File: src/rtl/aoc_pkg.sv
// Shared types, widths and helpers for the accelerometer offset calibration block.
// No dependencies; every other file imports this package.
package aoc_pkg;

    localparam int RAW_W     = 16;   // raw axis word
    localparam int SMP_W     = 12;   // scaled sample, -2048..2047
    localparam int OUT_W     = 14;   // result field
    localparam int ONE_G_W   = 11;   // one_g register
    localparam int SUM_W     = 20;   // per-axis quotient / offset
    localparam int REC_SHIFT = 20;   // fraction bits of the reciprocal
    localparam int AXES      = 3;
    localparam int AXIS_Z    = 2;

    localparam int DEF_CALIB_SAMPLES = 100;

    localparam logic [ONE_G_W-1:0] ONE_G_RST = 11'd255;

    localparam int APB_ADDR_W = 3;
    localparam int APB_DATA_W = 32;

    // Register index taken from paddr above the byte offset
    typedef enum logic [0:0] {
        REG_ONE_G = 1'b0
    } t_reg_idx;

    typedef logic signed [SMP_W-1:0] t_smp;

    // Load enables for the three pipeline registers, plus the state update strobe
    typedef struct packed {
        logic ld1;
        logic ld2;
        logic ld3;
        logic upd;
    } t_stage_ctl;

    // Read a raw word as two's complement and divide by 16, truncating toward zero
    function automatic t_smp scale_word(input logic [RAW_W-1:0] w);
        logic signed [RAW_W-1:0] v;
        logic [SMP_W-1:0]        q;
        v = signed'(w);
        q = SMP_W'(v >>> 4);
        if (v[RAW_W-1] && (w[3:0] != 4'd0)) begin
            q = q + SMP_W'(1);
        end
        return t_smp'(q);
    endfunction

endpackage

File: src/rtl/aoc_regs.sv
// APB-style configuration register file for the offset calibration block.
// Depends on aoc_pkg for widths, register index codes and the one_g reset value.
module aoc_regs (
    input  logic                            i_clk,
    input  logic                            i_rst_n,
    input  logic                            psel,
    input  logic                            penable,
    input  logic                            pwrite,
    input  logic [aoc_pkg::APB_ADDR_W-1:0]  paddr,
    input  logic [aoc_pkg::APB_DATA_W-1:0]  pwdata,
    output logic [aoc_pkg::APB_DATA_W-1:0]  prdata,
    output logic                            pready,
    output logic [aoc_pkg::ONE_G_W-1:0]     o_one_g
);
    import aoc_pkg::*;

    logic [ONE_G_W-1:0] r_one_g;
    logic [ONE_G_W-1:0] n_one_g;
    t_reg_idx           reg_idx;
    logic               wr_en;

    assign reg_idx = t_reg_idx'(paddr[APB_ADDR_W-1:2]);
    assign wr_en   = psel && penable && pwrite;
    assign pready  = 1'b1;

    // Decode writes and reads; unknown indexes write nothing and read zero
    always_comb begin
        n_one_g = r_one_g;
        prdata  = '0;
        unique case (reg_idx)
            REG_ONE_G: begin
                prdata = APB_DATA_W'(r_one_g);
                if (wr_en) begin
                    n_one_g = pwdata[ONE_G_W-1:0];
                end
            end
            default: begin
                prdata = '0;
            end
        endcase
    end

    always_ff @(posedge i_clk) begin
        if (!i_rst_n) begin
            r_one_g <= ONE_G_RST;
        end else begin
            r_one_g <= n_one_g;
        end
    end

    assign o_one_g = r_one_g;

endmodule

File: src/rtl/aoc_prescale.sv
// Input register and scaling stage: scales each axis word and forms the
// reciprocal product used to split the sample into quotient and remainder.
// Depends on aoc_pkg for widths, the stage control struct and scale_word.
module aoc_prescale #(
    parameter int CALIB_SAMPLES = aoc_pkg::DEF_CALIB_SAMPLES
) (
    input  logic                        i_clk,
    input  aoc_pkg::t_stage_ctl         i_ctl,
    input  logic                        i_cmd,
    input  logic [aoc_pkg::RAW_W-1:0]   i_raw_x,
    input  logic [aoc_pkg::RAW_W-1:0]   i_raw_y,
    input  logic [aoc_pkg::RAW_W-1:0]   i_raw_z,
    output logic                        o_cmd,
    output aoc_pkg::t_smp               o_smp [aoc_pkg::AXES],
    output logic [aoc_pkg::SMP_W-1:0]   o_u   [aoc_pkg::AXES],
    output logic [aoc_pkg::SMP_W-1:0]   o_uq  [aoc_pkg::AXES]
);
    import aoc_pkg::*;

    localparam int PROD_W = SMP_W + REC_SHIFT;
    // Rounded-up reciprocal; exact floor for every 12-bit dividend up to 4095 with the default CALIB_SAMPLES
    localparam logic [REC_SHIFT-1:0] RECIP =
        REC_SHIFT'((2**REC_SHIFT + CALIB_SAMPLES - 1) / CALIB_SAMPLES);

    logic             r_cmd1;
    logic [RAW_W-1:0] r_raw1 [AXES];
    logic             r_cmd2;
    t_smp             r_smp2 [AXES];
    logic [SMP_W-1:0] r_u2   [AXES];
    logic [SMP_W-1:0] r_uq2  [AXES];

    t_smp             n_smp  [AXES];
    logic [SMP_W-1:0] n_u    [AXES];
    logic [SMP_W-1:0] n_uq   [AXES];
    logic [PROD_W-1:0] prod  [AXES];

    // Scale, bias to unsigned (add 2048 by flipping the sign bit), multiply
    always_comb begin
        for (int a = 0; a < AXES; a++) begin
            n_smp[a] = scale_word(r_raw1[a]);
            n_u[a]   = {~n_smp[a][SMP_W-1], n_smp[a][SMP_W-2:0]};
            prod[a]  = PROD_W'(n_u[a]) * PROD_W'(RECIP);
            n_uq[a]  = prod[a][REC_SHIFT +: SMP_W];
        end
    end

    // Capture the incoming transaction
    always_ff @(posedge i_clk) begin
        if (i_ctl.ld1) begin
            r_cmd1    <= i_cmd;
            r_raw1[0] <= i_raw_x;
            r_raw1[1] <= i_raw_y;
            r_raw1[2] <= i_raw_z;
        end
    end

    // Hold the scaled sample and its biased quotient
    always_ff @(posedge i_clk) begin
        if (i_ctl.ld2) begin
            r_cmd2 <= r_cmd1;
            for (int a = 0; a < AXES; a++) begin
                r_smp2[a] <= n_smp[a];
                r_u2[a]   <= n_u[a];
                r_uq2[a]  <= n_uq[a];
            end
        end
    end

    assign o_cmd = r_cmd2;
    assign o_smp = r_smp2;
    assign o_u   = r_u2;
    assign o_uq  = r_uq2;

endmodule

File: src/rtl/aoc_calib.sv
// Calibration state and result register: accumulates each axis as a running
// quotient and remainder of the sum by CALIB_SAMPLES, then applies offsets.
// Depends on aoc_pkg for widths and the stage control struct.
module aoc_calib #(
    parameter int CALIB_SAMPLES = aoc_pkg::DEF_CALIB_SAMPLES
) (
    input  logic                            i_clk,
    input  logic                            i_rst_n,
    input  aoc_pkg::t_stage_ctl             i_ctl,
    input  logic                            i_cmd,
    input  aoc_pkg::t_smp                   i_smp [aoc_pkg::AXES],
    input  logic [aoc_pkg::SMP_W-1:0]       i_u   [aoc_pkg::AXES],
    input  logic [aoc_pkg::SMP_W-1:0]       i_uq  [aoc_pkg::AXES],
    input  logic [aoc_pkg::ONE_G_W-1:0]     i_one_g,
    output logic signed [aoc_pkg::OUT_W-1:0] o_out [aoc_pkg::AXES],
    output logic                            o_calibrated
);
    import aoc_pkg::*;

    localparam int CW   = $clog2(CALIB_SAMPLES + 1);
    localparam int RW   = $clog2(CALIB_SAMPLES);
    localparam int Bias = 2**(SMP_W - 1);
    localparam int BIAS_Q = Bias / CALIB_SAMPLES;
    localparam int BIAS_R = Bias % CALIB_SAMPLES;

    localparam logic [CW-1:0] CNT_LOAD = CW'(CALIB_SAMPLES);
    localparam logic [CW-1:0] CNT_ONE  = CW'(1);
    localparam logic [CW-1:0] CNT_ZERO = '0;

    // Running floor quotient and remainder of each axis sum
    logic [CW-1:0]            r_cnt;
    logic signed [SUM_W-1:0]  r_q   [AXES];
    logic [RW-1:0]            r_r   [AXES];
    logic signed [OUT_W-1:0]  r_out [AXES];
    logic                     r_cal;

    logic [CW-1:0]            n_cnt;
    logic signed [SUM_W-1:0]  n_q   [AXES];
    logic [RW-1:0]            n_r   [AXES];
    logic signed [OUT_W-1:0]  n_out [AXES];
    logic                     n_cal;

    logic [SMP_W-1:0]         ur    [AXES];
    logic signed [RW+1:0]     rs    [AXES];
    logic signed [SMP_W:0]    qs    [AXES];
    logic [RW:0]              rsum  [AXES];
    logic                     carry [AXES];
    logic signed [SUM_W-1:0]  q_acc [AXES];
    logic signed [SUM_W-1:0]  q_fin [AXES];
    logic signed [SUM_W-1:0]  corr  [AXES];

    // Split each sample into floor quotient and remainder, fold into the sums
    always_comb begin
        for (int a = 0; a < AXES; a++) begin
            ur[a] = i_u[a] - SMP_W'(i_uq[a] * SMP_W'(CALIB_SAMPLES));
            rs[a] = signed'({2'b00, ur[a][RW-1:0]}) - (RW+2)'(BIAS_R);
            qs[a] = signed'({1'b0, i_uq[a]}) - (SMP_W+1)'(BIAS_Q);
            // remove the bias: borrow one quotient step when the remainder goes negative
            if (rs[a] < 0) begin
                rs[a] = rs[a] + (RW+2)'(CALIB_SAMPLES);
                qs[a] = qs[a] - (SMP_W+1)'(1);
            end
            rsum[a]  = (RW+1)'(r_r[a]) + (RW+1)'(rs[a][RW-1:0]);
            carry[a] = (rsum[a] >= (RW+1)'(CALIB_SAMPLES));
            if (carry[a]) begin
                rsum[a] = rsum[a] - (RW+1)'(CALIB_SAMPLES);
            end
            q_acc[a] = r_q[a] + SUM_W'(qs[a]) + signed'(SUM_W'(carry[a]));
            // turn floor into truncation toward zero for a negative sum
            q_fin[a] = r_q[a] + signed'(SUM_W'((r_q[a] < 0) && (r_r[a] != '0)));
            corr[a]  = SUM_W'(i_smp[a]) - r_q[a];
        end
        q_fin[AXIS_Z] = q_fin[AXIS_Z] - signed'(SUM_W'(i_one_g));
    end

    // Advance the countdown and choose the result
    always_comb begin
        n_cnt = r_cnt;
        n_cal = 1'b0;
        for (int a = 0; a < AXES; a++) begin
            n_q[a]   = r_q[a];
            n_r[a]   = r_r[a];
            n_out[a] = OUT_W'(i_smp[a]);
        end
        if (i_cmd) begin
            n_cnt = CNT_LOAD;
            for (int a = 0; a < AXES; a++) begin
                n_q[a] = '0;
                n_r[a] = '0;
            end
        end else if (r_cnt == CNT_ONE) begin
            n_cnt = CNT_ZERO;
            for (int a = 0; a < AXES; a++) begin
                n_q[a] = q_fin[a];
            end
        end else if (r_cnt != CNT_ZERO) begin
            n_cnt = r_cnt - CNT_ONE;
            for (int a = 0; a < AXES; a++) begin
                n_q[a] = q_acc[a];
                n_r[a] = rsum[a][RW-1:0];
            end
        end else begin
            n_cal = 1'b1;
            for (int a = 0; a < AXES; a++) begin
                n_out[a] = corr[a][OUT_W-1:0];
            end
        end
    end

    // Update calibration state once per transaction
    always_ff @(posedge i_clk) begin
        if (!i_rst_n) begin
            r_cnt <= CNT_ZERO;
            for (int a = 0; a < AXES; a++) begin
                r_q[a] <= '0;
                r_r[a] <= '0;
            end
        end else if (i_ctl.upd) begin
            r_cnt <= n_cnt;
            r_q   <= n_q;
            r_r   <= n_r;
        end
    end

    // Load the result register
    always_ff @(posedge i_clk) begin
        if (i_ctl.ld3) begin
            r_out <= n_out;
            r_cal <= n_cal;
        end
    end

    assign o_out        = r_out;
    assign o_calibrated = r_cal;

endmodule

File: src/rtl/accel_offset_calibration.sv
// Accelerometer offset calibration: takes one three-axis sample per cycle when not
// stalled and passes it through three registers (input register, scaling register,
// result register). Throughput is one transaction per clock when the output does not
// stall, set by the three-register pipeline; an output stall backs up only as far as
// the first empty stage. Each raw word is read as two's complement and divided
// by 16. A transaction with cmd set restarts calibration: the next
// CALIB_SAMPLES-1 samples are summed per axis and passed out uncorrected, the
// one after that turns the sums into offsets (one_g removed from z), and from
// then on the offsets are subtracted and calibrated reads 1. No clearing pass
// is needed after reset; one_g sits at byte address 0 of the APB port.
// Depends on aoc_pkg, aoc_regs, aoc_prescale and aoc_calib.
module accel_offset_calibration #(
    parameter int CALIB_SAMPLES = aoc_pkg::DEF_CALIB_SAMPLES
) (
    input  logic                             i_clk,
    input  logic                             i_rst_n,
    // sample input channel
    input  logic                             i_valid,
    output logic                             o_stall,
    input  logic                             i_cmd,
    input  logic [aoc_pkg::RAW_W-1:0]        i_raw_x,
    input  logic [aoc_pkg::RAW_W-1:0]        i_raw_y,
    input  logic [aoc_pkg::RAW_W-1:0]        i_raw_z,
    // result channel
    output logic                             o_valid,
    input  logic                             i_stall,
    output logic signed [aoc_pkg::OUT_W-1:0] o_out_x,
    output logic signed [aoc_pkg::OUT_W-1:0] o_out_y,
    output logic signed [aoc_pkg::OUT_W-1:0] o_out_z,
    output logic                             o_calibrated,
    // configuration port
    input  logic                             psel,
    input  logic                             penable,
    input  logic                             pwrite,
    input  logic [aoc_pkg::APB_ADDR_W-1:0]   paddr,
    input  logic [aoc_pkg::APB_DATA_W-1:0]   pwdata,
    output logic [aoc_pkg::APB_DATA_W-1:0]   prdata,
    output logic                             pready
);
    import aoc_pkg::*;

    logic               r_v1;
    logic               r_v2;
    logic               r_v3;
    logic               en1;
    logic               en2;
    logic               en3;
    t_stage_ctl         ctl;

    logic [ONE_G_W-1:0] one_g;
    logic               cmd2;
    t_smp               smp2 [AXES];
    logic [SMP_W-1:0]   u2   [AXES];
    logic [SMP_W-1:0]   uq2  [AXES];
    logic signed [OUT_W-1:0] res [AXES];

    // Advance each stage when the one after it is empty or moving
    assign en3 = !r_v3 || !i_stall;
    assign en2 = !r_v2 || en3;
    assign en1 = !r_v1 || en2;

    assign ctl.ld1 = en1;
    assign ctl.ld2 = en2;
    assign ctl.ld3 = en3;
    assign ctl.upd = en3 && r_v2;

    assign o_stall = !en1;
    assign o_valid = r_v3;

    always_ff @(posedge i_clk) begin
        if (!i_rst_n) begin
            r_v1 <= 1'b0;
            r_v2 <= 1'b0;
            r_v3 <= 1'b0;
        end else begin
            if (en1) begin
                r_v1 <= i_valid;
            end
            if (en2) begin
                r_v2 <= r_v1;
            end
            if (en3) begin
                r_v3 <= r_v2;
            end
        end
    end

    aoc_regs u_regs (
        .i_clk   (i_clk),
        .i_rst_n (i_rst_n),
        .psel    (psel),
        .penable (penable),
        .pwrite  (pwrite),
        .paddr   (paddr),
        .pwdata  (pwdata),
        .prdata  (prdata),
        .pready  (pready),
        .o_one_g (one_g)
    );

    aoc_prescale #(
        .CALIB_SAMPLES (CALIB_SAMPLES)
    ) u_prescale (
        .i_clk   (i_clk),
        .i_ctl   (ctl),
        .i_cmd   (i_cmd),
        .i_raw_x (i_raw_x),
        .i_raw_y (i_raw_y),
        .i_raw_z (i_raw_z),
        .o_cmd   (cmd2),
        .o_smp   (smp2),
        .o_u     (u2),
        .o_uq    (uq2)
    );

    aoc_calib #(
        .CALIB_SAMPLES (CALIB_SAMPLES)
    ) u_calib (
        .i_clk        (i_clk),
        .i_rst_n      (i_rst_n),
        .i_ctl        (ctl),
        .i_cmd        (cmd2),
        .i_smp        (smp2),
        .i_u          (u2),
        .i_uq         (uq2),
        .i_one_g      (one_g),
        .o_out        (res),
        .o_calibrated (o_calibrated)
    );

    assign o_out_x = res[0];
    assign o_out_y = res[1];
    assign o_out_z = res[2];

endmodule

File: config.mk
export PLATFORM = sky130hd
export DESIGN_NAME = accel_offset_calibration
export DESIGN_NICKNAME = d
export VERILOG_FILES = /design/src/rtl/aoc_pkg.sv /design/src/rtl/aoc_regs.sv /design/src/rtl/aoc_prescale.sv /design/src/rtl/aoc_calib.sv /design/src/rtl/accel_offset_calibration.sv
export SDC_FILE = /design/constraint.sdc
export NUM_CORES = 1
export LEC_CHECK = 0
export BUFFER_PORTS_ARGS = -buffer_cell sky130_fd_sc_hd__buf_2
export CAP_MARGIN = 0
export CORE_MARGIN = 4
export CORE_UTILIZATION = 45
export CTS_BUF_LIST = sky130_fd_sc_hd__clkbuf_4 sky130_fd_sc_hd__clkbuf_8
export CTS_CLUSTER_SIZE = 30
export DETAILED_ROUTE_END_ITERATION = 16
export SLEW_MARGIN = 20
export SYNTH_ARGS = -nofsm -noshare
export SYNTH_HDL_FRONTEND = slang
export SYNTH_SLANG_ARGS = --single-unit
File: constraint.sdc
create_clock -name i_clk -period 9.3 [get_ports i_clk]
set_input_delay 1.395 -clock i_clk [delete_from_list [all_inputs] [get_ports i_clk]]
set_output_delay 1.395 -clock i_clk [all_outputs]
set_load 0.05 [all_outputs]
==> results of run 1 <==
## worst min-delay path by stage
stage | startpoint | end | slack, ns | depth (start not counted)
after CTS | u_prescale.r_cmd1 | u_prescale.o_cmd | 0.42 | 0
final | u_prescale.r_cmd1 | u_prescale.o_cmd | 0.42 | 0
after floorplan | u_prescale.r_cmd1 | u_prescale.o_cmd | 0.40 | 0
after global placement | u_prescale.r_cmd1 | u_prescale.o_cmd | 0.41 | 0
after global routing | u_prescale.r_cmd1 | u_prescale.o_cmd | 0.45 | 0
after detailed placement | u_prescale.r_cmd1 | u_prescale.o_cmd | 0.42 | 0
## worst max-delay path: cells and delay by family (launching register included)
| kind | cells | cell delay (ns) |
|---|---|---|
| AOI/OAI and AO/OA | 11 | 2.64 |
| xor gates and xnor gates | 3 | 0.57 |
| adders and majority gates | 6 | 1.96 |
| buffers and inverters | 4 | 0.35 |
| DFF | 1 | 0.39 |
| muxes | 1 | 0.43 |
| and+or+nand+nor | 5 | 0.95 |
## final cells by class
class | instances | area, um2
Multi-Input combinational cell | 2143 | 17970
Clock buffer | 64 | 805.8
Antenna cell | 1 | 2.502
Fill cell | 5422 | 29080
Tap cell | 765 | 957.2
Sequential cell | 249 | 6456
Timing Repair Buffer | 138 | 728.2
Clock inverter | 17 | 211.5
Inverter | 396 | 1486
## synthesized netlist by cell type (32+ instances only)
cell type / n / share of area
a21o_1: 41 / 0.012
a21oi_1: 165 / 0.031
and3_1: 32 / 0.0076
clkbuf_1: 54 / 0.0077
dfxtp_1: 102 / 0.078
edfxtp_1: 147 / 0.17
fa_1: 157 / 0.12
ha_1: 436 / 0.21
inv_1: 394 / 0.056
nand2_1: 202 / 0.029
nand3_1: 64 / 0.012
nand4_1: 34 / 0.0081
nor2_1: 175 / 0.025
nor3_1: 58 / 0.011
o21ai_0: 118 / 0.023
o21ai_1: 36 / 0.0069
xnor2_1: 137 / 0.046
xor2_1: 79 / 0.026
## logic make-up after synthesis
kind of cell               after synthesis
buffers and inverters                  483
AOI/OAI and AO/OA                      590
DFF                                    249
muxes                                   20
and+or+nand+nor                        698
xor gates and xnor gates               220
adders and majority gates              593
other                                    2
## layer usage
layer,global-route usage,part of all wire
met4,0.04861,0.022
met1,0.2690,0.46
met5,0,0
met3,0.03158,0.047
met2,0.3378,0.47
## registers in the layout, indices dropped and copies added, names as in the netlist, 7 cells and up
signal and count:
u_calib.r_cnt 7, u_prescale.r_raw1 48, u_regs.o_one_g 11, u_calib.r_r 21
u_prescale.o_uq 18, u_prescale.o_u 18, u_prescale.o_smp 18, u_calib.o_out 42
u_calib.r_q 60
## per-stage QoR
step           total power, uW  setup WS [ns]
5_1_grt                  11360          1.009
3_5_place_dp              8952          1.869
4_1_cts                  10230          1.817
3_3_place_gp              8732          2.045
2_1_floorplan             7523          2.849
6_report                 10120          1.847
## power groups by stage
stage / Sequential [uW] / Combinational (uW) / Clock, uW
after floorplan: 1610 / 5910 / 0
after global routing: 1530 / 8550 / 1290
after detailed placement: 1530 / 7430 / 0
after CTS: 1500 / 7480 / 1250
final: 1500 / 7420 / 1200
after global placement: 1520 / 7210 / 0
==> flow_metrics.py, run 1 <==
metrics = {
    "run_status": {
        "outcome": "finished, final reports clean",
    },
    "critical_path": {
        "worstSetupEndpointType": "register",
        "critical_path.reg2reg.startpoint": "u_prescale.o_u[14]",
        "setup.worst_path.start_class": "register",
        "crit_arrival_ns": 7.90,
        "r2r-end": "u_calib.r_q[38]",
        "timing.critical_path.from": "u_prescale.o_u[14]",
        "reg2regPathDepth": 30,
        "timing.reg2reg.setup_slack_ns": 1.85,
        "cp_data_required_time_ns": 9.75,
        "cp_slowest_cell": "a211oi_2",
        "destination_of_the_critical_timing_path": "u_calib.r_q[38]",
        "critical_path.max_stage_delay_ns": 0.68,
        "critPathKind": "reg2reg",
        "path_common_cell": "inv_1",
        "cp_max_fo": 12,
    },
    "place": {
        "post_place_cell_area_um2": 27600,
        "gp_congestion": 0.8714,
        "placed_cells": 3691,
        "portBuffers": 123,
        "detailed_place_hpwl_um": 49490,
    },
    "yosys": {
        "xor_xnor_share_of_the_synthesized_area": 0.07458,
        "synth_compound_area_frac": 0.1433,
        "ys_types": 80,
        "synth.yosys.seq_area_share": 0.2461,
        "synth_seq_cells": 249,
        "syn-mean-instance-area_um2": 9.190,
        "synth-simple-area-share": 0.1275,
        "synth.mux.area_fraction": 0.007821,
        "async_flop_share": 0,
        "synth_enable_flop_cells": 147,
        "synthesis.instances": 2855,
        "mappedNetlistArea_um2": 26240,
        "synth_top_family_by_area": "adder cells",
        "primary_flip_flop_cell_chosen_by_synthesis_mapping": "edfxtp_1",
        "synth_fa_ha_area_frac": 0.3277,
        "yosys_warnings": 0,
    },
    "global_route": {
        "initial_antenna_violation_count": 1,
        "first_global_vias": 20810,
        "global_route_wire_length_before_repair_um": 103800,
        "globalRouteTotalUtil": 0.1995,
        "grt.overflow.total": 0,
        "grt_start_max_net_pins": 76,
    },
    "timing": {
        "timing_worst_slew_pin_value_ns": 1.060,
        "setup_tns_ns": 0,
        "report.final.setup_viol": 0,
        "max_freq_mhz": 134.2,
        "fin_skew_ns": 0.03311,
        "rsz_0062_raised_after_global_routing": "no",
        "tcrit_tclk_final": 0.8014,
        "timing_max_transition_violations_final": 0,
        "fin_hold_viols": 0,
        "worst_slew_margin_rel": 0.2885,
        "final_layout_worst_hold_slack_ns": 0.4223,
        "layout_min_cycle_time_ns": 7.453,
    },
    "pwr": {
        "comb_power_share": 0.733,
        "leakagePower_uw": 0.01345,
        "share_seq_of_total_power": 0.148,
        "vdd.ir_drop.worst_v": 0.0003784,
        "p_int_uw": 5232,
        "switchingPower_uw": 4893,
        "power.switching_fraction": 0.4833,
        "powerDensity_nw_per_um2": 353.8,
        "clock_power_share": 0.119,
    },
    "clocking": {
        "insertion_delay_ns": 0.63,
        "post_cts_resized": 0,
        "cts.htree.levels": 2,
        "tritoncts_num_sinks": 249,
        "tritoncts_clock_tree": "yes",
        "clockRootBuffer": "clkbuf_8",
        "cts_buffers": 47,
        "clkTransAtPathRegs_ns": 0.06,
        "cts_buffer_depth": 3,
        "hold_buffers": 0,
        "post_cts_buffers": 0,
    },
    "final_layout": {
        "final_nets": 3659,
        "final_area_um2": 28620,
        "most-common-layout-cells": "ha_1 (436), inv_1 (393), nand2_1 (201)",
        "layout-drive-gt1-share": 0.08480,
        "final_non_filler_cells": 3773,
        "final_common_cell": "ha_1",
        "postLayoutCoreUtil": 0.4961,
        "layout-area-overhead-vs-synth_pct": 9.079,
    },
    "drt": {
        "viasPerCell": 5.401,
        "route.detailed.drc": 0,
        "dr_total_vias": 20380,
        "first_pass_iters": 7,
        "totalWireLength_um": 62090,
        "ant_nets": 0,
        "drt_first_iter_violations": 1058,
        "route.detailed.wl_per_inst_um": 16.46,
    },
    "die": {
        "height_of_the_chip_um": 249.5,
        "initial_core_util": 0.4548,
        "die_width_um": 249.5,
        "num_rows": 88,
        "floorplan.io_pins": 169,
        "floorplan_die_area_um2": 62230,
        "core_area_um2": 57700,
    },
    "min_path": {
        "hold_path.class": "reg2reg",
    },
    "run": {
        "max-cap-violations": 0,
    },
}
Note: power is estimated with default switching activity, not from simulation.
==> run 2: changes to the inputs <==
clock period = 6.3 ns   (was 9.3 ns; I/O delays follow)
==> flow_metrics.py, run 2 (synthesized netlist as in run 1, its figures left out) <==
metrics = {
    "run_status": {
        "outcome": "finished, final reports clean",
    },
    "clocking": {
        "cts_buffers": 49,
        "clkTransAtPathRegs_ns": 0.06,
        "clockRootBuffer": "clkbuf_8",
        "hold_buffers": 0,
        "tritoncts_clock_tree": "yes",
        "tritoncts_num_sinks": 249,
        "insertion_delay_ns": 0.64,
        "cts_buffer_depth": 3,
        "cts.htree.levels": 2,
    },
    "critical_path": {
        "worstSetupEndpointType": "register",
        "cp_max_fo": 5,
        "crit_arrival_ns": 6.57,
        "setup.worst_path.start_class": "register",
        "critical_path.reg2reg.startpoint": "u_prescale.r_raw1[0][39]",
        "timing.critical_path.from": "u_prescale.r_raw1[0][39]",
        "critPathKind": "reg2reg",
        "cp_data_required_time_ns": 6.68,
    },
    "timing": {
        "layout_min_cycle_time_ns": 6.190,
        "setup_tns_ns": 0,
        "tcrit_tclk_final": 0.9825,
        "rsz_0062_raised_after_global_routing": "yes",
        "fin_hold_viols": 0,
        "max_freq_mhz": 161.6,
        "report.final.setup_viol": 0,
        "setup_slack_ns": 0.1100,
        "fin_skew_ns": 0.03241,
        "timing_worst_slew_pin_value_ns": 0.9214,
        "worst_slew_margin_rel": 0.3843,
        "final_layout_worst_hold_slack_ns": 0.4374,
        "timing_max_transition_violations_final": 0,
    },
    "drt": {
        "totalWireLength_um": 65700,
        "route.detailed.wl_per_inst_um": 16.61,
        "drt_first_iter_violations": 1127,
        "route.detailed.drc": 0,
        "dr_total_vias": 21280,
        "viasPerCell": 5.380,
        "ant_nets": 0,
        "first_pass_iters": 5,
    },
    "global_route": {
        "first_global_vias": 21540,
        "global_route_wire_length_before_repair_um": 106800,
        "initial_antenna_violation_count": 1,
        "grt.overflow.total": 0,
        "grt_start_max_net_pins": 68,
        "globalRouteTotalUtil": 0.2043,
    },
    "place": {
        "gp_congestion": 0.8851,
        "pre_cts_setup_slack_ns": -0.2582,
        "portBuffers": 123,
        "detailed_place_hpwl_um": 51130,
        "post_place_cell_area_um2": 28580,
    },
    "die": {
        "initial_core_util": 0.4548,
        "num_rows": 88,
        "floorplan_die_area_um2": 62230,
        "height_of_the_chip_um": 249.5,
        "core_area_um2": 57700,
        "floorplan.io_pins": 169,
        "die_width_um": 249.5,
    },
    "pwr": {
        "leakagePower_uw": 0.01447,
        "vdd.ir_drop.worst_v": 0.0006082,
        "powerDensity_nw_per_um2": 571.6,
    },
    "final_layout": {
        "final_area_um2": 30950,
        "layout-area-overhead-vs-synth_pct": 17.95,
        "final_nets": 3836,
        "most-common-layout-cells": "ha_1 (410), inv_1 (373), nand2_1 (200)",
        "top_register": "u_calib.r_q",
        "postLayoutCoreUtil": 0.5364,
        "combined_area_of_the_multi_input_logic_cells_um2": 18840,
        "fillerInstances": 5247,
        "sequential_cell_area_um2": 6456,
        "final_common_cell": "ha_1",
        "layout-drive-gt1-share": 0.1837,
        "largest_reg_flops": 60,
    },
    "min_path": {
        "hold_path.class": "reg2reg",
        "worstHoldStart": "u_prescale.r_cmd1",
    },
    "run": {
        "max-cap-violations": 0,
    },
}
run 2: cell types whose count changed in the layout (fill, tap and decap cells not counted), moves of 17 or more:
cell	previous run	this run
buf_4	15	179
ha_1	436	410
inv_1	393	373
inv_2	3	23
ha_4	0	18
fa_1	157	140
fa_2	0	17
run 2: power by group:
group	internal, uW	switching (uW)
combinational	6540	7040
sequential	1990	230
clock	1130	756
total	9660	8020
run 2: through the flow:
| step | power (uW) | instances |
|---|---|---|
| CTS | 16630 | 3910 |
| global placement | 14080 | 3816 |
| detailed placement | 14420 | 3816 |
| finish | 17690 | 3956 |
| floorplan | 11160 | 2875 |
| global route | 19510 | 3956 |
run 2: path summary, 6_finish.rpt:
kind,end,slack [ns],depth (start not counted)
worst max-delay path,u_prescale.o_uq[5],0.11,23
worst min register to register,u_prescale.o_cmd,0.44,0
worst max register to register,u_prescale.o_uq[5],0.11,23
worst min-delay path,u_prescale.o_cmd,0.44,0
run 2: layout make-up:
type                       instances  area share
antenna                            1  0.00008086
clock buffer                      70     0.02810
clock inverter                    19    0.007964
inverter                         396     0.04803
multi-input combinational       2143      0.6087
sequential                       249      0.2086
tap                              765     0.03093
timing repair buffer             313     0.06760
run 2: repair_timing:
action | 4_1_cts | 5_1_grt
endpoints found under the setup margin | 18 | 41
buffers inserted | 5 | 46
resized for setup | 26 | 150
pin swaps | 22 | 168
run 2: critical path: stages (launching register included):
cell	delay, ns
edfxtp_1	0.46
nand4_1	0.27
or4_1	0.53
and2_4	0.17
inv_2	0.09
buf_4	0.12
ha_2	0.19
inv_1	0.06
fa_1	0.57
inv_1	0.06
fa_1	0.46
fa_1	0.49
fa_1	0.55
ha_4	0.21
a21o_1	0.17
a21o_1	0.18
a21oi_2	0.14
o211ai_1	0.10
buf_4	0.17
a22o_4	0.24
o41ai_4	0.30
buf_4	0.17
o21bai_1	0.08
xor2_1	0.16
run 2: layer usage:
layer | track usage | vias up | wire length (um)
li1 | - | 10520 | -
met1 | 0.2715 | 10220 | 29660
met2 | 0.3497 | 418 | 31470
met3 | 0.02741 | 127 | 2659
met4 | 0.05945 | 0 | 1905
met5 | 0 | - | 0
==> run 3: changes to the inputs <==
ABC_AREA = 1   (was not set)
==> flow_metrics.py, run 3 <==
metrics = {
    "clocking": {
        "cts.htree.levels": 2,
        "hold_buffers": 0,
        "insertion_delay_ns": 0.67,
        "cts_buffer_depth": 3,
        "clockRootBuffer": "clkbuf_8",
        "cts_buffers": 50,
        "tritoncts_clock_tree": "yes",
        "tritoncts_num_sinks": 249,
        "clkTransAtPathRegs_ns": 0.06,
    },
    "die": {
        "initial_core_util": 0.4562,
        "core_area_um2": 61830,
        "height_of_the_chip_um": 258.4,
        "floorplan.io_pins": 169,
        "floorplan_die_area_um2": 66750,
        "num_rows": 91,
        "die_width_um": 258.4,
    },
    "global_route": {
        "global_route_wire_length_before_repair_um": 119100,
        "grt_start_max_net_pins": 82,
        "grt.overflow.total": 0,
        "first_global_vias": 23660,
        "initial_antenna_violation_count": 1,
        "globalRouteTotalUtil": 0.2166,
    },
    "place": {
        "detailed_place_hpwl_um": 57650,
        "portBuffers": 123,
        "pre_cts_setup_slack_ns": 0.2400,
        "gp_congestion": 0.9177,
        "placed_cells": 4592,
    },
    "critical_path": {
        "critical_path.max_stage_delay_ns": 0.55,
        "cp_max_fo": 4,
        "cp_data_required_time_ns": 6.72,
        "timing.reg2reg.setup_slack_ns": 0.42,
        "crit_arrival_ns": 6.30,
        "setup.worst_path.start_class": "register",
        "path_common_cell": "fa_1",
        "critPathKind": "reg2reg",
        "worstSetupEndpointType": "register",
        "cp_slowest_cell": "fa_1",
    },
    "timing": {
        "worst_slew_margin_rel": 0.2943,
        "fin_skew_ns": 0.05857,
        "report.final.setup_viol": 0,
        "layout_min_cycle_time_ns": 5.883,
        "rsz_0062_raised_after_global_routing": "yes",
        "tcrit_tclk_final": 0.9338,
        "fin_hold_viols": 0,
        "timing_worst_slew_pin_value_ns": 1.059,
        "max_freq_mhz": 170.0,
        "timing_max_transition_violations_final": 0,
        "setup_slack_ns": 0.4173,
    },
    "yosys": {
        "post-synth-top-count-cell": "nand2_1",
        "async_flop_share": 0,
        "synth_enable_flop_cells": 147,
        "synth.yosys.seq_area_share": 0.2289,
        "yosys_warnings": 0,
        "post_synth_most_frequent_cells": "nand2_1 (718), inv_1 (629), ha_1 (436), a21oi_1 (322), nand3_1 (234)",
        "synth.top_cells.by_area": "ha_1 (19%), edfxtp_1 (16%), fa_1 (11%)",
        "syn-mean-instance-area_um2": 7.755,
        "synthesis.instances": 3637,
        "primary_flip_flop_cell_chosen_by_synthesis_mapping": "edfxtp_1",
        "yosys.area.top_type_share": 0.1934,
        "mappedNetlistArea_um2": 28200,
        "ys_types": 53,
        "cell_type_with_the_largest_total_area_after_synthesis": "ha_1",
        "synth_seq_cells": 249,
    },
    "final_layout": {
        "sequential_cell_area_um2": 6456,
        "postLayoutCoreUtil": 0.5045,
        "top_register": "u_calib.r_q",
        "largest_reg_flops": 60,
        "final_non_filler_cells": 4690,
        "fillerInstances": 6195,
        "layout-drive-gt1-share": 0.08204,
        "final_nets": 4495,
        "final_common_cell": "nand2_1",
        "layout-area-overhead-vs-synth_pct": 10.60,
        "combined_area_of_the_multi_input_logic_cells_um2": 19160,
        "most-common-layout-cells": "nand2_1 (716), inv_1 (625), ha_1 (436)",
    },
    "drt": {
        "totalWireLength_um": 71940,
        "dr_total_vias": 23960,
        "drt_first_iter_violations": 1226,
        "ant_nets": 0,
        "route.detailed.drc": 0,
        "viasPerCell": 5.108,
        "first_pass_iters": 7,
        "route.detailed.wl_per_inst_um": 15.34,
    },
    "pwr": {
        "leakagePower_uw": 0.01570,
        "vdd.ir_drop.worst_v": 0.0003843,
        "powerDensity_nw_per_um2": 554.4,
    },
    "run_status": {
        "outcome": "finished, final reports clean",
    },
    "run": {
        "max-cap-violations": 0,
    },
    "min_path": {
        "hold_path.class": "reg2reg",
    },
}
-- run 3: cell types whose count changed after synthesis, sizes merged, moves of 33 or more --
cell / before / now
a21oi: 165 / 324
clkbuf: 54 / 21
inv: 396 / 636
nand2: 202 / 721
nand3: 64 / 236
o21ai: 154 / 195
xnor2: 141 / 60
-- run 3: critical path, delay by kind of cell (launching register included) --
kind                       cells  cell delay, ns
adders and majority gates      7            2.96
AOI/OAI and AO/OA              1            0.18
xor gates and xnor gates       2            0.36
and+or+nand+nor                9            1.04
DFF                            1            0.41
buffers and inverters          6            0.70
-- run 3: layout make-up --
type | count | share of cell area
Multi-Input combinational cell | 2703 | 0.6143
Sequential cell | 249 | 0.2070
Inverter | 637 | 0.07673
Tap cell | 837 | 0.03357
Timing Repair Buffer | 170 | 0.03105
Clock buffer | 60 | 0.02487
Clock inverter | 33 | 0.01239
Antenna cell | 1 | 0.00008022
-- run 3: metrics by stage --
stage / cell area [um2] / hold WS (ns) / total power [uW] / setup TNS (ns)
floorplan: 28280 / 0.4003 / 12360 / 0
global placement: 29910 / 0.4460 / 15090 / 0
detailed placement: 29910 / 0.4602 / 15210 / 0
CTS: 31070 / 0.3957 / 17320 / 0
global route: 31190 / 0.4146 / 19580 / -0.001411
finish: 31190 / 0.4398 / 17290 / 0
-- run 3: final timing paths --
kind,start,endpoint,cells after the start
worst max-delay path,u_prescale.r_raw1[0][5],u_prescale.o_uq[28],25
worst min-delay path,r_v1,r_v2,2
worst max register to register,u_prescale.r_raw1[0][5],u_prescale.o_uq[28],25
worst min register to register,r_v1,r_v2,2
-- run 3: power breakdown --
group	internal [uW]	switching, uW
Clock	1190	809
Combinational	4880	8230
Sequential	1990	193
-- run 3: cells by family (layout without fill, tap and decap cells) --
family,Yosys count,in the layout,synth area share
XOR/XNOR,149,149,0.04654
AO/OA/AOI/OAI,630,630,0.1210
multiplexers,2,2,0.0007541
AND/OR/NAND/NOR,1307,1307,0.1999
adder cells (fa/ha/maj),593,593,0.3049
buffers and inverters,705,900,0.09773
flip-flops,249,249,0.2289
other,2,23,0.0002663
-- run 3: timing repair --
action	4_1_cts	5_1_grt
setup endpoints to repair	0	18
resized for setup	0	18
setup buffers	0	4
endpoints found under the hold margin	0	0
-- run 3: per-layer routing --
| layer | vias up | part of all wire | track usage | wire, um |
|---|---|---|---|---|
| li1 | 12410 | - | - | - |
| met1 | 11000 | 0.47 | 0.2918 | 33490 |
| met2 | 440 | 0.46 | 0.3667 | 33250 |
| met3 | 105 | 0.047 | 0.03196 | 3360 |
| met4 | 0 | 0.026 | 0.05697 | 1848 |
| met5 | - | 0 | 0 | 0 |
